===== config.mk =====
export PLATFORM = sky130hd
export DESIGN_NAME = serial_register_bus_master
export DESIGN_NICKNAME = d
export VERILOG_FILES = /design/src/design/sbm_pkg.sv /design/src/design/sbm_csr.sv /design/src/design/sbm_ctrl.sv /design/src/design/sbm_dp.sv /design/src/design/serial_register_bus_master.sv
export VERILOG_INCLUDE_DIRS = /design/src /design/src/design
export SDC_FILE = /design/constraint.sdc
export NUM_CORES = 1
export LEC_CHECK = 0
export BUFFER_PORTS_ARGS = -buffer_cell sky130_fd_sc_hd__buf_2
export CORE_AREA = 2 2 106 129
export CTS_CLUSTER_DIAMETER = 80
export DETAILED_ROUTE_END_ITERATION = 16
export DIE_AREA = 0 0 108 131
export PLACE_DENSITY = 0.73
export SYNTH_ARGS = -nofsm -noshare
export SYNTH_HDL_FRONTEND = slang
export SYNTH_SLANG_ARGS = --single-unit

===== constraint.sdc =====
create_clock -name clock -period 2.3 [get_ports clock]
set_input_delay 0.345 -clock clock [delete_from_list [all_inputs] [get_ports clock]]
set_output_delay 0.345 -clock clock [all_outputs]
set_load 0.03 [all_outputs]

===== src/design/serial_register_bus_master_macros.svh =====
//------------------------------------------------------------------------------
// Serial register bus master assertion macros
// Concurrent assertion wrappers; empty for synthesis.
//------------------------------------------------------------------------------
`ifndef SERIAL_REGISTER_BUS_MASTER_MACROS_SVH
`define SERIAL_REGISTER_BUS_MASTER_MACROS_SVH

`ifndef SYNTHESIS

// check a property while reset is low
`define SBM_ASSERT(label, clk, rst, prop, msg) \
   label: assert property (@(posedge clk) disable iff (rst) prop) else $error(msg);

// check a property at every clock edge, reset included
`define SBM_ASSERT_ALWAYS(label, clk, prop, msg) \
   label: assert property (@(posedge clk) prop) else $error(msg);

`else

`define SBM_ASSERT(label, clk, rst, prop, msg)
`define SBM_ASSERT_ALWAYS(label, clk, prop, msg)

`endif

`endif


===== src/design/sbm_pkg.sv =====
//------------------------------------------------------------------------------
// Serial register bus master package
// Shared types, register indexes and reset values.
//------------------------------------------------------------------------------
package sbm_pkg;

   localparam int CSR_INDEX_W = 3;
   localparam int CSR_DATA_W  = 10;
   localparam int GAP_W       = 10;

   localparam logic [CSR_INDEX_W-1:0] CSR_AUTO_INCREMENT     = 3'd0;
   localparam logic [CSR_INDEX_W-1:0] CSR_BIT_HALF_PERIOD    = 3'd1;
   localparam logic [CSR_INDEX_W-1:0] CSR_WRITE_WORD_GAP     = 3'd2;
   localparam logic [CSR_INDEX_W-1:0] CSR_READ_WORD_GAP      = 3'd3;
   localparam logic [CSR_INDEX_W-1:0] CSR_SELECT_RELEASE_GAP = 3'd4;

   localparam logic             RST_AUTO_INCREMENT     = 1'b1;
   localparam logic [7:0]       RST_BIT_HALF_PERIOD    = 8'd1;
   localparam logic [GAP_W-1:0] RST_WRITE_WORD_GAP     = 10'd100;
   localparam logic [GAP_W-1:0] RST_READ_WORD_GAP      = 10'd200;
   localparam logic [GAP_W-1:0] RST_SELECT_RELEASE_GAP = 10'd10;

   localparam int ADDR_W     = 12;
   localparam int FIELD_W    = 16;
   localparam int BIT_IDX_W  = 4;

   typedef struct packed {
      logic             auto_increment;
      logic [7:0]       bit_half_period;
      logic [GAP_W-1:0] write_word_gap;
      logic [GAP_W-1:0] read_word_gap;
      logic [GAP_W-1:0] select_release_gap;
   } sbm_cfg_type;

   typedef struct packed {
      logic load_item;
      logic load_data;
      logic shift_slot;
   } sbm_cmd_type;

   typedef struct packed {
      logic burst_open;
      logic is_read;
      logic cmd_phase;
      logic slot_end;
   } sbm_status_type;

endpackage


===== src/design/sbm_csr.sv =====
//------------------------------------------------------------------------------
// Serial register bus master configuration registers
// Holds the increment flag and the timing registers.
//------------------------------------------------------------------------------
module sbm_csr
   import sbm_pkg::*;
(
   input  logic                   clock,
   input  logic                   reset,
   input  logic                   csr_valid,
   output logic                   csr_ready,
   input  logic [CSR_INDEX_W-1:0] csr_index,
   input  logic [CSR_DATA_W-1:0]  csr_data,
   output sbm_cfg_type            cfg
);

   sbm_cfg_type cfg_ff;
   sbm_cfg_type cfg_in;

   assign csr_ready = !reset;
   assign cfg       = cfg_ff;

   always_comb begin
      cfg_in = cfg_ff;
      if (csr_valid) begin
         case (csr_index)
            CSR_AUTO_INCREMENT:     cfg_in.auto_increment     = csr_data[0];
            CSR_BIT_HALF_PERIOD:    cfg_in.bit_half_period    = csr_data[7:0];
            CSR_WRITE_WORD_GAP:     cfg_in.write_word_gap     = csr_data;
            CSR_READ_WORD_GAP:      cfg_in.read_word_gap      = csr_data;
            CSR_SELECT_RELEASE_GAP: cfg_in.select_release_gap = csr_data;
            default:                cfg_in = cfg_ff;
         endcase
      end
   end

   always_ff @(posedge clock) begin
      if (reset) begin
         cfg_ff.auto_increment     <= RST_AUTO_INCREMENT;
         cfg_ff.bit_half_period    <= RST_BIT_HALF_PERIOD;
         cfg_ff.write_word_gap     <= RST_WRITE_WORD_GAP;
         cfg_ff.read_word_gap      <= RST_READ_WORD_GAP;
         cfg_ff.select_release_gap <= RST_SELECT_RELEASE_GAP;
      end else begin
         cfg_ff <= cfg_in;
      end
   end

endmodule


===== src/design/sbm_ctrl.sv =====
//------------------------------------------------------------------------------
// Serial register bus master controller
// Sequences word loads, serial clock slots, result handoff and gaps.
//------------------------------------------------------------------------------
`include "serial_register_bus_master_macros.svh"

module sbm_ctrl
   import sbm_pkg::*;
(
   input  logic           clock,
   input  logic           reset,
   input  sbm_cfg_type    cfg,
   input  logic           req_tvalid,
   output logic           req_tready,
   output logic           rsp_tvalid,
   input  logic           rsp_tready,
   input  sbm_status_type status,
   output sbm_cmd_type    cmd
);

   localparam logic [2:0] S_IDLE = 3'd0;
   localparam logic [2:0] S_TICK = 3'd1;
   localparam logic [2:0] S_SLOT = 3'd2;
   localparam logic [2:0] S_EMIT = 3'd3;
   localparam logic [2:0] S_GAP  = 3'd4;

   logic [2:0]       state_ff;
   logic [2:0]       state_in;
   logic [GAP_W-1:0] timer_ff;
   logic [GAP_W-1:0] timer_in;
   logic [GAP_W-1:0] period;

   assign period     = GAP_W'({cfg.bit_half_period, 1'b0});
   assign req_tready = (state_ff == S_IDLE) && !reset;
   assign rsp_tvalid = (state_ff == S_EMIT);

   always_comb begin
      state_in = state_ff;
      timer_in = timer_ff;
      cmd      = '0;
      case (state_ff)
         S_IDLE: begin
            if (req_tvalid && req_tready) begin
               cmd.load_item = 1'b1;
               timer_in      = period;
               state_in      = S_TICK;
            end
         end
         S_TICK: begin
            if (timer_ff <= GAP_W'(1)) begin
               state_in = S_SLOT;
            end else begin
               timer_in = timer_ff - GAP_W'(1);
            end
         end
         S_SLOT: begin
            cmd.shift_slot = 1'b1;
            state_in       = S_EMIT;
         end
         S_EMIT: begin
            if (rsp_tready) begin
               if (!status.slot_end) begin
                  timer_in = period;
                  state_in = S_TICK;
               end else if (status.cmd_phase) begin
                  cmd.load_data = 1'b1;
                  timer_in      = period;
                  state_in      = S_TICK;
               end else begin
                  state_in = S_GAP;
                  if (!status.burst_open) begin
                     timer_in = cfg.select_release_gap;
                  end else if (status.is_read) begin
                     timer_in = cfg.read_word_gap;
                  end else begin
                     timer_in = cfg.write_word_gap;
                  end
               end
            end
         end
         S_GAP: begin
            if (timer_ff == '0) begin
               state_in = S_IDLE;
            end else begin
               timer_in = timer_ff - GAP_W'(1);
            end
         end
         default: begin
            state_in = S_IDLE;
         end
      endcase
   end

   always_ff @(posedge clock) begin
      if (reset) begin
         state_ff <= S_IDLE;
         timer_ff <= '0;
      end else begin
         state_ff <= state_in;
         timer_ff <= timer_in;
      end
   end

   `SBM_ASSERT(a_no_accept_while_result, clock, reset, !(req_tready && rsp_tvalid), "accept while result pending")
   `SBM_ASSERT_ALWAYS(a_reset_to_idle, clock, reset |=> (state_ff == S_IDLE), "not idle after reset")
   `SBM_ASSERT(a_gap_after_data_word, clock, reset, ((state_ff == S_GAP) && ($past(state_ff) != S_GAP)) |-> $past(status.slot_end && !status.cmd_phase), "gap not after data word")

endmodule


===== src/design/sbm_dp.sv =====
//------------------------------------------------------------------------------
// Serial register bus master datapath
// Burst state, shift registers and the registered result word.
//------------------------------------------------------------------------------
`include "serial_register_bus_master_macros.svh"

module sbm_dp
   import sbm_pkg::*;
#(
   parameter int WORD_BITS = 16
)
(
   input  logic                 clock,
   input  logic                 reset,
   input  sbm_cfg_type          cfg,
   input  sbm_cmd_type          cmd,
   output sbm_status_type       status,
   input  logic                 req_is_read,
   input  logic [ADDR_W-1:0]    req_address,
   input  logic [FIELD_W-1:0]   req_write_data,
   input  logic [FIELD_W-1:0]   req_line_in_word,
   input  logic                 req_last_word,
   output logic                 rsp_sdout_bit,
   output logic                 rsp_command_phase,
   output logic [BIT_IDX_W-1:0] rsp_bit_index,
   output logic                 rsp_word_done,
   output logic [FIELD_W-1:0]   rsp_read_word,
   output logic                 rsp_burst_end,
   output logic                 rsp_last
);

   localparam int CNT_W  = $clog2(WORD_BITS);
   localparam int ABITS  = ((WORD_BITS - 4) < ADDR_W) ? (WORD_BITS - 4) : ADDR_W;
   localparam logic [CNT_W-1:0]     CNT_MAX   = CNT_W'(WORD_BITS - 1);
   localparam logic [WORD_BITS-1:0] ADDR_MASK = WORD_BITS'((64'd1 << ABITS) - 64'd1);

   logic                 open_ff, open_in;
   logic                 is_read_ff, is_read_in;
   logic                 phase_ff, phase_in;
   logic                 level_ff, level_in;
   logic                 slot_end_ff, slot_end_in;
   logic [CNT_W-1:0]     cnt_ff, cnt_in;
   logic [WORD_BITS-1:0] out_ff, out_in;
   logic [WORD_BITS-1:0] in_ff, in_in;
   logic [WORD_BITS-1:0] line_ff, line_in;
   logic [WORD_BITS-1:0] wdata_ff, wdata_in;
   logic                 last_ff, last_in;

   logic                 sd_ff, sd_in;
   logic                 cph_ff, cph_in;
   logic [BIT_IDX_W-1:0] idx_ff, idx_in;
   logic                 done_ff, done_in;
   logic [FIELD_W-1:0]   rword_ff, rword_in;
   logic                 bend_ff, bend_in;
   logic                 lst_ff, lst_in;

   logic [WORD_BITS-1:0] command;
   logic [WORD_BITS-1:0] in_next;
   logic                 drive;
   logic                 sd;
   logic                 done;

   always_comb begin
      command              = WORD_BITS'(req_address) & ADDR_MASK;
      command[WORD_BITS-1] = req_is_read;
      command[WORD_BITS-4] = cfg.auto_increment;
   end

   assign in_next = {in_ff[WORD_BITS-2:0], line_ff[WORD_BITS-1]};
   assign drive   = phase_ff || !is_read_ff;
   assign sd      = drive ? out_ff[WORD_BITS-1] : level_ff;
   assign done    = !phase_ff && (cnt_ff == '0);

   always_comb begin
      open_in     = open_ff;
      is_read_in  = is_read_ff;
      phase_in    = phase_ff;
      level_in    = level_ff;
      slot_end_in = slot_end_ff;
      cnt_in      = cnt_ff;
      out_in      = out_ff;
      in_in       = in_ff;
      line_in     = line_ff;
      wdata_in    = wdata_ff;
      last_in     = last_ff;
      sd_in       = sd_ff;
      cph_in      = cph_ff;
      idx_in      = idx_ff;
      done_in     = done_ff;
      rword_in    = rword_ff;
      bend_in     = bend_ff;
      lst_in      = lst_ff;

      if (cmd.load_item) begin
         wdata_in    = WORD_BITS'(req_write_data);
         line_in     = WORD_BITS'(req_line_in_word);
         last_in     = req_last_word;
         cnt_in      = CNT_MAX;
         slot_end_in = 1'b0;
         if (!open_ff) begin
            open_in    = 1'b1;
            is_read_in = req_is_read;
            out_in     = command;
            phase_in   = 1'b1;
         end else begin
            phase_in = 1'b0;
            if (!is_read_ff) begin
               out_in = WORD_BITS'(req_write_data);
            end
         end
      end

      if (cmd.load_data) begin
         phase_in    = 1'b0;
         cnt_in      = CNT_MAX;
         slot_end_in = 1'b0;
         if (!is_read_ff) begin
            out_in = wdata_ff;
         end
      end

      if (cmd.shift_slot) begin
         sd_in       = sd;
         level_in    = sd;
         cph_in      = phase_ff;
         idx_in      = BIT_IDX_W'(cnt_ff);
         done_in     = done;
         rword_in    = (done && is_read_ff) ? FIELD_W'(in_next) : '0;
         bend_in     = done && last_ff;
         lst_in      = done;
         out_in      = {out_ff[WORD_BITS-2:0], 1'b0};
         slot_end_in = (cnt_ff == '0);
         cnt_in      = cnt_ff - CNT_W'(1);
         if (!phase_ff && is_read_ff) begin
            in_in   = in_next;
            line_in = {line_ff[WORD_BITS-2:0], 1'b0};
         end
         if (done && last_ff) begin
            open_in = 1'b0;
         end
      end
   end

   always_ff @(posedge clock) begin
      if (reset) begin
         open_ff     <= 1'b0;
         is_read_ff  <= 1'b0;
         phase_ff    <= 1'b0;
         level_ff    <= 1'b0;
         slot_end_ff <= 1'b0;
         cnt_ff      <= '0;
      end else begin
         open_ff     <= open_in;
         is_read_ff  <= is_read_in;
         phase_ff    <= phase_in;
         level_ff    <= level_in;
         slot_end_ff <= slot_end_in;
         cnt_ff      <= cnt_in;
      end
   end

   always_ff @(posedge clock) begin
      out_ff   <= out_in;
      in_ff    <= in_in;
      line_ff  <= line_in;
      wdata_ff <= wdata_in;
      last_ff  <= last_in;
      sd_ff    <= sd_in;
      cph_ff   <= cph_in;
      idx_ff   <= idx_in;
      done_ff  <= done_in;
      rword_ff <= rword_in;
      bend_ff  <= bend_in;
      lst_ff   <= lst_in;
   end

   assign status.burst_open = open_ff;
   assign status.is_read    = is_read_ff;
   assign status.cmd_phase  = phase_ff;
   assign status.slot_end   = slot_end_ff;

   assign rsp_sdout_bit     = sd_ff;
   assign rsp_command_phase = cph_ff;
   assign rsp_bit_index     = idx_ff;
   assign rsp_word_done     = done_ff;
   assign rsp_read_word     = rword_ff;
   assign rsp_burst_end     = bend_ff;
   assign rsp_last          = lst_ff;

   `SBM_ASSERT(a_close_on_burst_end, clock, reset, ($fell(open_ff) && !$past(reset)) |-> (bend_ff && lst_ff), "burst closed without end slot")

endmodule


===== src/design/serial_register_bus_master.sv =====
//------------------------------------------------------------------------------
// Serial register bus master
// Four-wire serial register bus master moving bursts of 16-bit words.
//------------------------------------------------------------------------------
// Each request word is one word of a burst; the first word of a burst also
// sends the command word (read bit, auto-increment bit, address). One response
// word is returned per serial clock slot, with rsp_tlast on the final slot of
// the data word. Requests are taken one at a time. Each slot runs the
// serial clock period timer, then registers the slot and hands it off
// once rsp_tready is high, so an item takes WORD_BITS or 2 * WORD_BITS
// slots, then the write, read or select release gap before the next
// request is accepted.
module serial_register_bus_master
   import sbm_pkg::*;
#(
   parameter int WORD_BITS = 16
)
(
   input  logic                   clock,
   input  logic                   reset,
   input  logic                   req_tvalid,
   output logic                   req_tready,
   input  logic [47:0]            req_tdata,   // address, write_data, line_in_word
   input  logic                   req_tuser,   // is_read
   input  logic                   req_tlast,
   output logic                   rsp_tvalid,
   input  logic                   rsp_tready,
   output logic [23:0]            rsp_tdata,   // sdout_bit, bit_index, word_done,
                                               // read_word, burst_end
   output logic                   rsp_tuser,   // command_phase
   output logic                   rsp_tlast,
   input  logic                   csr_valid,
   output logic                   csr_ready,
   input  logic [CSR_INDEX_W-1:0] csr_index,
   input  logic [CSR_DATA_W-1:0]  csr_data
);

   sbm_cfg_type          cfg;
   sbm_cmd_type          cmd;
   sbm_status_type       status;
   logic                 sdout_bit;
   logic [BIT_IDX_W-1:0] bit_index;
   logic                 word_done;
   logic [FIELD_W-1:0]   read_word;
   logic                 burst_end;

   sbm_csr u_csr (
      .clock     (clock),
      .reset     (reset),
      .csr_valid (csr_valid),
      .csr_ready (csr_ready),
      .csr_index (csr_index),
      .csr_data  (csr_data),
      .cfg       (cfg)
   );

   sbm_ctrl u_ctrl (
      .clock      (clock),
      .reset      (reset),
      .cfg        (cfg),
      .req_tvalid (req_tvalid),
      .req_tready (req_tready),
      .rsp_tvalid (rsp_tvalid),
      .rsp_tready (rsp_tready),
      .status     (status),
      .cmd        (cmd)
   );

   sbm_dp #(
      .WORD_BITS (WORD_BITS)
   ) u_dp (
      .clock             (clock),
      .reset             (reset),
      .cfg               (cfg),
      .cmd               (cmd),
      .status            (status),
      .req_is_read       (req_tuser),
      .req_address       (req_tdata[11:0]),
      .req_write_data    (req_tdata[27:12]),
      .req_line_in_word  (req_tdata[43:28]),
      .req_last_word     (req_tlast),
      .rsp_sdout_bit     (sdout_bit),
      .rsp_command_phase (rsp_tuser),
      .rsp_bit_index     (bit_index),
      .rsp_word_done     (word_done),
      .rsp_read_word     (read_word),
      .rsp_burst_end     (burst_end),
      .rsp_last          (rsp_tlast)
   );

   assign rsp_tdata = {1'b0, burst_end, read_word, word_done, bit_index, sdout_bit};

endmodule

==> impl_metrics.yaml <==
status:
  outcome: "complete, no violations"
run:
  max_cap_violations: 0
floorplan:
  io_pins: 97
  die_area_um2: 14100
  rows: 46
  die_w_um: 108
  start_util: 0.491
  die_height_um: 131
  core_area_um2: 12900
pwr:
  peakVddDrop_v: 0.000569
  p_per_area_nw_per_um2: 1190
  p_comb_frac: 0.292
  clkPwrFrac: 0.295
  p_int_mw: 5.96
  swShare: 0.336
  p_switching_mw: 3.02
  power_leakage_nw: 3.00
  pwr-share-seq: 0.413
timing:
  drv_slew: 0
  tightest_slew_ns: 0.752
  finalSetupViolations: 0
  finalCritPeriodShare: 0.926
  finalSetupTns_ns: 0
  rsz0062_at_grt: "no"
  finClkSkew_ns: 0.00832
  holdWs_ns: 0.107
  slew_headroom: 0.497
  fmax_mhz: 470
  fin_ws_ns: 0.170
  min_period_ns: 2.13
  finalHoldViolations: 0
synth:
  synth.most_common_cell: "nand2_1"
  syn-num-nets: 720
  yosys_register_bits: 149
  synth_area_leader_cell: "dfxtp_1"
  synth_area_leaders: "dfxtp_1 29%, edfxtp_1 26%, nand2_1 6.7%"
  synth_warnings: 0
  avgSynthCellArea_um2: 9.82
  synthArstFlopShare: 0
  yosys-top-cells-count: "113 x nand2_1, 93 x dfxtp_1, 60 x a21oi_1"
  synth-edff-count: 56
  netlist_area_um2: 6360
  synth_cell_types: 54
  synth_top_area_share: 0.293
  yosys_most_used_dff: "dfxtp_1"
  synth-seq-area-share: 0.557
  synth_cells: 648
drt:
  finalWirelength_mm: 13.7
  drc: 0
  dr.pass1.iters: 5
  drtIter0Drc: 273
  vias: 4998
  via_per_inst: 5.46
  routedWlPerCell_um: 14.9
  ant_nets: 0
worst_setup_path:
  endpoint_kind: "flip-flop"
  cp_slowest_cell: "dfxtp_1"
  critPathBufInv: 2
  critPathMaxStageDelay_ns: 0.38
  crit_type: "flip-flop to flip-flop"
  r2r_setup_slack_ns: 0.17
  cp-start-kind: "flip-flop"
  path_delay_family: "simple AND/OR/NAND/NOR gates"
  worstPathRequired_ns: 2.64
  path_cells: "inv_1, ha_1, or2_2, o2111ai_1, o221ai_2, buf_4, nand2b_1, o21ai_0"
  worstPathArrival_ns: 2.47
  critical_path_peak_fanout: 10
clock_network:
  insertion_delay_ns: 0.42
  cts.sinks: 149
  hold_buffers: 0
  cts_buffers: 17
  clock-root-buffer: "clkbuf_16"
  tritoncts: "built"
  cts_setup_buffers: 0
  clkTransAtPathRegs_ns: 0.06
  cts_resized: 0
  cts-htree-levels: 4
  clockBufferDepth: 2
finish:
  drive_above_1_share: 0.207
  antenna_cells: 0
  finalNetCount: 807
  area_growth_pct: 19.1
  nFillCells: 1098
placed_design:
  place.gp.congestion: 0.848
  place_ws_ns: 0.203
  hpwl_mm: 9.64
  port_buffers: 91
global_route:
  antenna_found_initial: 0
  grtUsageTotal: 0.201
  grt_max_degree: 48
  grt_overflow: 0
  grt_pass1_vias: 4623
  grt_pass1_wl_mm: 22.3
hold_path:
  worstHoldPathType: "primary input to flip-flop"
[worst reg2reg max path: stages (launching register included)]
cell and delay, ns:
dfxtp_1 0.38, inv_1 0.11, ha_1 0.29, or2_2 0.33, o2111ai_1 0.12, o221ai_2 0.19, buf_4 0.22, nand2b_1 0.21
o21ai_0 0.21
[registers in the layout (all words and copies together) (netlist names), 3 cells and up]
signal and cells:
u_csr.cfg 39, u_dp.line_ff 16, u_dp.out_ff 16, u_dp.rsp_read_word 16, u_dp.wdata_ff 16, u_dp.in_ff 15, u_ctrl.timer_ff 10, u_dp.cnt_ff 4
u_dp.rsp_bit_index 4, u_ctrl.state_ff 3
[routing by layer]
layer | GRT usage | share of wire
met5 | 0 | 0
met4 | 0.0852 | 0.021
met3 | 0.0422 | 0.049
met2 | 0.339 | 0.50
met1 | 0.250 | 0.43
[layout make-up]
class                      count  area [um^2]  share of cell area
sequential                   149         3540               0.468
multi-input combinational    445         2580               0.341
timing repair buffer         111          631              0.0832
clock buffer                  17          425              0.0561
tap                          168          210              0.0277
clock inverter                15          145              0.0192
inverter                      11         41.3             0.00545
[power by group through the flow]
stage	sequential [mW]	combinational (mW)	clock (mW)
after floorplan	3.81	1.85	0
after global placement	3.72	2.51	0
after detailed placement	3.76	2.61	0
after CTS	3.70	2.62	2.69
after global routing	3.77	2.93	2.81
final	3.70	2.62	2.65
[worst paths after layout]
path | startpoint | to | depth (start not counted)
setup / recovery | u_ctrl.timer_ff[0] | u_ctrl.timer_ff[5] | 8
hold / removal | req_tlast | u_dp.last_ff | 1
setup reg to reg | u_ctrl.timer_ff[0] | u_ctrl.timer_ff[5] | 8
hold reg to reg | u_dp.in_ff[4] | u_dp.in_ff[5] | 0
[placed cells by master, fill, tap and decap left out, types with 4 or more instances in the layout]
master / n
a211oi_1: 14
a221oi_1: 6
inv_1: 11
or2_2: 4
nand2_1: 113
nor2_1: 57
o21ai_0: 21
and2_1: 20
nor2b_1: 4
clkbuf_16: 17
mux2i_1: 40
dfxtp_1: 93
nor3_1: 8
a211o_1: 13
buf_2: 91
a21oi_1: 60
nand3_1: 22
edfxtp_1: 56
ha_1: 4
a22oi_1: 7
inv_6: 7
buf_4: 18
[kinds of logic after synthesis]
| logic type | count (synthesis) | share of synthesized area |
|---|---|---|
| compound gates | 143 | 0.145 |
| flops | 149 | 0.557 |
| buf+inv | 54 | 0.0395 |
| xor+xnor | 5 | 0.00689 |
| fa+ha+maj | 4 | 0.00787 |
| mux | 41 | 0.0647 |
| simple gates | 251 | 0.179 |
| other cells | 1 | 0.000590 |
[stage by stage]
| stage | util | cell area, um^2 | cells | total power, mW |
|---|---|---|---|---|
| 6_report | 0.585 | 7580 | 916 | 8.98 |
| 5_1_grt | 0.585 | 7580 | 916 | 9.51 |
| 4_1_cts | 0.585 | 7580 | 916 | 9.01 |
| 3_5_place_dp | 0.541 | 7010 | 884 | 6.36 |
| 3_3_place_gp | 0.541 | 7010 | 884 | 6.24 |
| 2_1_floorplan | - | 6360 | 648 | 5.66 |
Note: power is estimated with default switching activity, not from simulation.
